--- src/piecewise_linear_curve_lookup_unit_defines.svh ---
// Assertion macros shared by the curve lookup RTL.
// Define ASSERT_OFF to compile every check away; no other dependencies.
`ifndef PIECEWISE_LINEAR_CURVE_LOOKUP_UNIT_DEFINES_SVH
`define PIECEWISE_LINEAR_CURVE_LOOKUP_UNIT_DEFINES_SVH

`ifndef ASSERT_OFF
// Same-cycle implication, disabled in reset
`define PLCL_ASSERT_IMP(lbl, clk, rst, ante, cons, msg) \
  lbl: assert property (@(posedge clk) disable iff (rst) (ante) |-> (cons)) \
    else $error(msg);
// Next-cycle implication, disabled in reset
`define PLCL_ASSERT_NXT(lbl, clk, rst, ante, cons, msg) \
  lbl: assert property (@(posedge clk) disable iff (rst) (ante) |=> (cons)) \
    else $error(msg);
`else
`define PLCL_ASSERT_IMP(lbl, clk, rst, ante, cons, msg)
`define PLCL_ASSERT_NXT(lbl, clk, rst, ante, cons, msg)
`endif

`endif

--- src/plcl_pkg.sv ---
// Shared types and constants for the curve lookup unit.
// No dependencies; used by the interfaces, controller, datapath and top level.
package plcl_pkg;

  localparam int DATA_W        = 32;
  localparam int IDX_FIELD_W   = 5;
  localparam int CNT_FIELD_W   = 6;
  localparam int DEF_MAX_PAIRS = 32;
  localparam int DIV_STEPS     = 32;
  localparam int DIV_CNT_W     = $clog2(DIV_STEPS);

  localparam logic OP_LOOKUP = 1'b0;
  localparam logic OP_WRITE  = 1'b1;

  typedef enum logic [2:0] {
    ST_IDLE,
    ST_FIRST,
    ST_WALK,
    ST_MUL,
    ST_DIV,
    ST_FIN,
    ST_RESULT
  } state_t;

  typedef struct packed {
    logic wr;
    logic start;
    logic step;
    logic prep;
    logic mul;
    logic div_step;
    logic ld_pass;
    logic ld_y;
    logic ld_interp;
    logic push;
  } cmd_t;

  typedef struct packed {
    logic n_zero;
    logic n_one;
    logic hit;
    logic last;
    logic div_last;
    logic out_full;
  } sts_t;

endpackage

--- src/plcl_ctrl.sv ---
// Sequencing state machine of the curve lookup unit.
// Depends on plcl_pkg and the assertion macro header.
`include "piecewise_linear_curve_lookup_unit_defines.svh"

module plcl_ctrl import plcl_pkg::*; (
  input  logic clk,
  input  logic rst,
  input  logic req_valid,
  input  logic req_opcode,
  output logic req_ready,
  output cmd_t cmd,
  input  sts_t sts
);

  state_t state, state_next;

  always_ff @(posedge clk) begin
    if (rst) begin
      state <= ST_IDLE;
    end else begin
      state <= state_next;
    end
  end

  always_comb begin
    state_next = state;
    unique case (state)
      ST_IDLE: begin
        if (req_valid && req_opcode == OP_LOOKUP) state_next = ST_FIRST;
      end
      ST_FIRST: begin
        if (sts.n_zero || sts.n_one || sts.hit) state_next = ST_RESULT;
        else state_next = ST_WALK;
      end
      ST_WALK: begin
        if (sts.hit) state_next = ST_MUL;
        else if (sts.last) state_next = ST_RESULT;
      end
      ST_MUL:  state_next = ST_DIV;
      ST_DIV: begin
        if (sts.div_last) state_next = ST_FIN;
      end
      ST_FIN:  state_next = ST_RESULT;
      ST_RESULT: begin
        if (!sts.out_full) state_next = ST_IDLE;
      end
      default: state_next = ST_IDLE;
    endcase
  end

  always_comb begin
    cmd       = '0;
    req_ready = 1'b0;
    unique case (state)
      ST_IDLE: begin
        req_ready = 1'b1;
        if (req_valid) begin
          if (req_opcode == OP_WRITE) cmd.wr = 1'b1;
          else cmd.start = 1'b1;
        end
      end
      ST_FIRST: begin
        if (sts.n_zero) cmd.ld_pass = 1'b1;
        else if (sts.n_one || sts.hit) cmd.ld_y = 1'b1;
        else cmd.step = 1'b1;
      end
      ST_WALK: begin
        if (sts.hit) cmd.prep = 1'b1;
        else if (sts.last) cmd.ld_y = 1'b1;
        else cmd.step = 1'b1;
      end
      ST_MUL:  cmd.mul = 1'b1;
      ST_DIV:  cmd.div_step = 1'b1;
      ST_FIN:  cmd.ld_interp = 1'b1;
      ST_RESULT: begin
        if (!sts.out_full) cmd.push = 1'b1;
      end
      default: ;
    endcase
  end

  `PLCL_ASSERT_IMP(a_step_not_last, clk, rst, cmd.step, !sts.last, "walk advanced past last pair")
  `PLCL_ASSERT_IMP(a_push_free, clk, rst, cmd.push, !sts.out_full, "result pushed onto full output")
  `PLCL_ASSERT_IMP(a_fin_after_div, clk, rst, state == ST_FIN, $past(state) == ST_DIV, "interpolation finished without divide")

endmodule

--- config.mk ---
export PLATFORM = sky130hd
export DESIGN_NAME = plcl_ctrl
export DESIGN_NICKNAME = d
export VERILOG_FILES = /design/src/plcl_pkg.sv /design/src/plcl_ctrl.sv
export VERILOG_INCLUDE_DIRS = /design/src /design/src/src
export SDC_FILE = /design/constraint.sdc
export NUM_CORES = 1
export LEC_CHECK = 0
export ABC_CLOCK_PERIOD_IN_PS = 1590
export BUFFER_PORTS_ARGS = -buffer_cell sky130_fd_sc_hd__buf_4
export CAP_MARGIN = 15
export CORE_AREA = 3 3 40 42
export DETAILED_ROUTE_END_ITERATION = 6
export DIE_AREA = 0 0 43 45
export SETUP_SLACK_MARGIN = 0.3
export SYNTH_ARGS = -nofsm -noshare
export SYNTH_HDL_FRONTEND = slang
export SYNTH_SLANG_ARGS = --single-unit
--- constraint.sdc ---
create_clock -name clk -period 1.59 [get_ports clk]
set_input_delay 0.0795 -clock clk [delete_from_list [all_inputs] [get_ports clk]]
set_output_delay 0.0795 -clock clk [all_outputs]
set_load 0.02 [all_outputs]
== Word-level counts from Yosys, hierarchy flattened ==
Cells that the tools add are included.
Word-level totals
  bits in registers: 3
  bits in latches: 0
  RAM bits: 0
  ROM bits: 0
  output and inout bits: 11
  word-level logic and storage cells: 49
  memories kept: 0
Cells by class
  add/sub/neg operators: 0
  multiply operators: 0
  div/mod/pow operators: 0
  order comparisons: 0
  equal/unequal tests: 10
  shift-type cells: 0
  mux-type cells: 31
  bitwise gates (word level): 1
  reduce and logical (&&, ||, !) cells: 6
Operators by type and width (count)
  $pmux W3 S7: 1
  $mux W1: 20
  $mux W3: 6
  $eq A3 B3 Y1 const B: 3
  $eq A3 B2 Y1 const B: 2
  $ne A2 B2 Y1 const B: 3
  $mux W2: 2
  $pmux W1 S2: 2
  $reduce_and A4 Y1: 1
  $eq A3 B1 Y1 const B: 1
  $logic_not A3 Y1: 1
  $logic_or A1 B1 Y1: 3
  $ne A3 B3 Y1 const B: 1
  $logic_and A1 B1 Y1: 1
  $not A1 Y1: 1

== Depth between registers and ports, before layout ==
  word-level depth: 4
  depth in mapped cells: 5

== Worst setup path before layout ==
OpenSTA, ideal clock, no wires.
  path type: reg-to-output
  start point: register state[0]
  end point: output cmd[9] in the netlist's numbering
  arrival time: 1385 ps
  path slack: 125 ps
  stages on the path, launching flop included: 4
  cell sequence: dfxtp_1 buf_6 nor3_1 and3_1
RTL lines
  start: declaration: line plcl_ctrl.sv:15  | state_t state, state_next;
  start signal: assignment: line plcl_ctrl.sv:21  | state <= state_next;
  end: declaration: line plcl_ctrl.sv:11  | output cmd_t cmd,

==> metrics.md <==
| Metric | Value |
|---|---|
| Ant diodes | `0` |
| Clock-pin slew on the worst setup and hold paths | `0.04 ns` |
| Dominant cells by area after synthesis | `dfxtp_1 (20%), nor2_1 (8.9%), and3_1 (8.5%)` |
| Yosys cell types | `23` |
| Cts bufs inserted | `3` |
| Req. time, crit path | `about 1.5 ns` |
| Register with the most flip-flops | `state` |
| Largest regs | `state (3)` |
| Gpl congestion | `around 0.73` |
| Maximum clock path buffer count | `2` |
| Core footprint | `1280 um2` |
| Max VDD drop | `~0.0008 V` |
| # port buffers | `20` |
| Final setup TNS | `0 ns` |
| Int Power | `roughly 0.62 mW` |
| Startpoint Class | `flop` |
| Die width | `43 um` |
| Share of flip-flops with an asynchronous set or reset | `0` |
| Min Hold Slack | `between 0.015 and 0.02 ns` |
| DIE AREA | `1940 um2` |
| PwrDens | `around 1700 nW/um2` |
| Final non-filler cell total | `88` |
| Dpl cells | `76` |
| Relative slew slack | `0.844` |
| DP HPWL | `around 670 um` |
| Worst Reg2Reg Path Length in Cells | `5` |
| Most frequent cells after synthesis | `nor2_1 (7), and3_1 (4), nand2b_1 (4)` |
| RSZ-0062 raised after global routing | `true` |
| # rows | `13` |
| Final WL | `~1.1 mm` |
| Worst Setup Slack, final | `0.202 ns` |
| Layout cells sized above 1 | `0.630` |
| Post-synth EDFFs | `0` |
| Initial DRC count | `2` |
| DR vias | `441` |
| Util after Layout | `0.501` |
| Height of the die | `~45 um` |
| P&R area growth vs syn | `118%` |
| Final setup viols | `0` |
| Clock Sinks | `3` |
| Post-cts hold buffer count | `0` |
| CP peak stage delay | `between 0.5 and 0.6 ns` |
| Flop2flop setup slack | `0.42 ns` |
| Vias in the first global route | `approximately 410` |
| Sw Ratio | `0.439` |
| Final #Nets | `84` |
| Crit-path cells | `or4_4 -> o21ai_2 -> buf_6` |
| Cell Area, Synth | `approximately 300 um2` |
| Tot GR Track Use | `0.116` |
| Area post-placement | `roughly 460 um2` |
| R2R Path End | `state[2]$_SDFFE_PP0P_` |
| Pleak | `between 0.2 and 0.3 nW` |
| Crit-path max FO | `3` |
| Post-Syn Nets | `53` |
| Register bit total from synthesis | `3` |
| Fin. Hold Viols | `0` |
| Hold Crit Class | `in -> reg` |
| Logic pwr share | `0.726` |
| Reg-to-reg startpoint | `state[0]$_SDFFE_PP0P_` |
| DRC violation count after routing | `0` |
| Initial antenna violation count | `0` |
| Vias per inst | `around 5` |
| Setup crit end kind | `primary output` |
| MaxCap Viol Count | `0` |
| Max reg flops | `3` |
| CP arrival | `1.31 ns` |
| Clock Root Buffer | `clkbuf_4` |
| Overall Power | `between 1 and 1.5 mW` |
| Sequential Power Share | `0.155` |
| Ys Warns | `0` |
| Max Transition Viols Final | `0` |
| Post-Route Skew | `approximately 0.00070 ns` |
| Io pins | `21` |
| Slowest cell on the critical path | `or4_4` |
| Antenna viol nets, final | `0` |
| Min cycle time layout | `roughly 1.4 ns` |
| Worst skew pair latency | `between 0.2 and 0.25 ns` |
| Syn avg cell area | `6.87 um2` |
| Largest net degree at the start of global routing | `9` |
| Seq/Total Area, Yosys | `0.203` |
| Top FF cell, synth | `dfxtp_1` |
| Area share of the largest cell type after synthesis | `0.203` |
| Status | `complete, no violations` |
| Initial Util | `0.230` |
| Synth Instances | `between 40 and 50` |
| Most frequent cell after synthesis | `nor2_1` |
| Setup crit start | `state[2]$_SDFFE_PP0P_` |
| Crit path to | `cmd[7]` |
| CTS tree | `yes` |
| Routed wire length per instance | `12.9 um` |
| Tightest Pin Transition | `between 0.2 and 0.25 ns` |
| Crit Path Category | `reg -> out` |
| Initial DRT Pass Iterations | `2` |
| Synth area leader | `dfxtp_1` |
| Final period utilization | `0.873` |
| Clk network pwr share | `0.119` |
| Switching power | `between 0.4 and 0.5 mW` |
| Final cell area excluding filler cells | `around 640 um2` |
| First-pass GRT wire length | `roughly 1.6 mm` |
| GRT Residual Overflow | `0` |
| Fmax | `720 MHz` |
| H-Tree Level Count | `1` |
| Post-place setup slack | `between 0.2 and 0.3 ns` |
[worst max-delay path, delay by kind of cell, from the launching register on]
kind / cells / cell delay [ns]
compound gates: 1 / 0.08
flops: 1 / 0.35
simple gates: 1 / 0.52
buf+inv: 1 / 0.13
[kinds of logic (layout without fill, tap and decap cells)]
family / after synthesis / count (layout) / share of synthesized area
and+or+nand+nor: 25 / 25 / 0.453
DFF: 3 / 3 / 0.203
AOI/OAI and AO/OA: 10 / 10 / 0.237
buffers and inverters: 5 / 35 / 0.106
[worst min path at each step]
stage	start	end	slack, ns	cells past startpoint
after global routing	rst	state[1]$_SDFFE_PP0P_	0.006	2
after global placement	rst	state[1]$_SDFFE_PP0P_	0.26	2
after floorplan	rst	state[1]$_SDFFE_PP0P_	0.15	1
final	rst	state[1]$_SDFFE_PP0P_	0.02	2
after detailed placement	rst	state[1]$_SDFFE_PP0P_	0.27	2
after CTS	rst	state[1]$_SDFFE_PP0P_	0.009	2
[layer usage]
layer | wire length (um) | track usage
met1 | 423 | 0.115
met2 | 625 | 0.195
met3 | 88 | 0.0398
met4 | 0 | 0.102
met5 | 0 | 0
[placed cells by master, fill, tap and decap left out, drive strengths merged]
cell / count
inv: 2
nor4: 1
nor4b: 1
nand4: 1
buf: 29
a21oi: 2
o21ai: 4
o21a: 1
clkbuf: 4
o211ai: 1
nor3: 2
a32oi: 1
nor2: 7
o41ai: 1
nor3b: 1
nand2b: 4
nand2: 3
dfxtp: 3
or4: 1
and3: 4
[area by class of cell]
type / instances / area (um2)
Multi-Input combinational cell: 35 / 280
Fill cell: 135 / 641
Clock buffer: 4 / 26.3
Inverter: 2 / 7.51
Tap cell: 15 / 18.8
Timing Repair Buffer: 29 / 240
Sequential cell: 3 / 71.3
[power groups by stage]
stage	Sequential (mW)	Clock (mW)	Combinational, mW
6_report	0.173	0.133	0.809
5_1_grt	0.178	0.151	0.866
4_1_cts	0.162	0.141	0.726
3_5_place_dp	0.185	0	0.472
3_3_place_gp	0.179	0	0.471
2_1_floorplan	0.129	0	0.384
[what timing repair did]
action,4_1_cts,5_1_grt
endpoints found under the setup margin,10,8
pin swaps,4,5
gates resized for setup,17,7
setup buffers,7,1
Power figures use the tool's default switching activity.
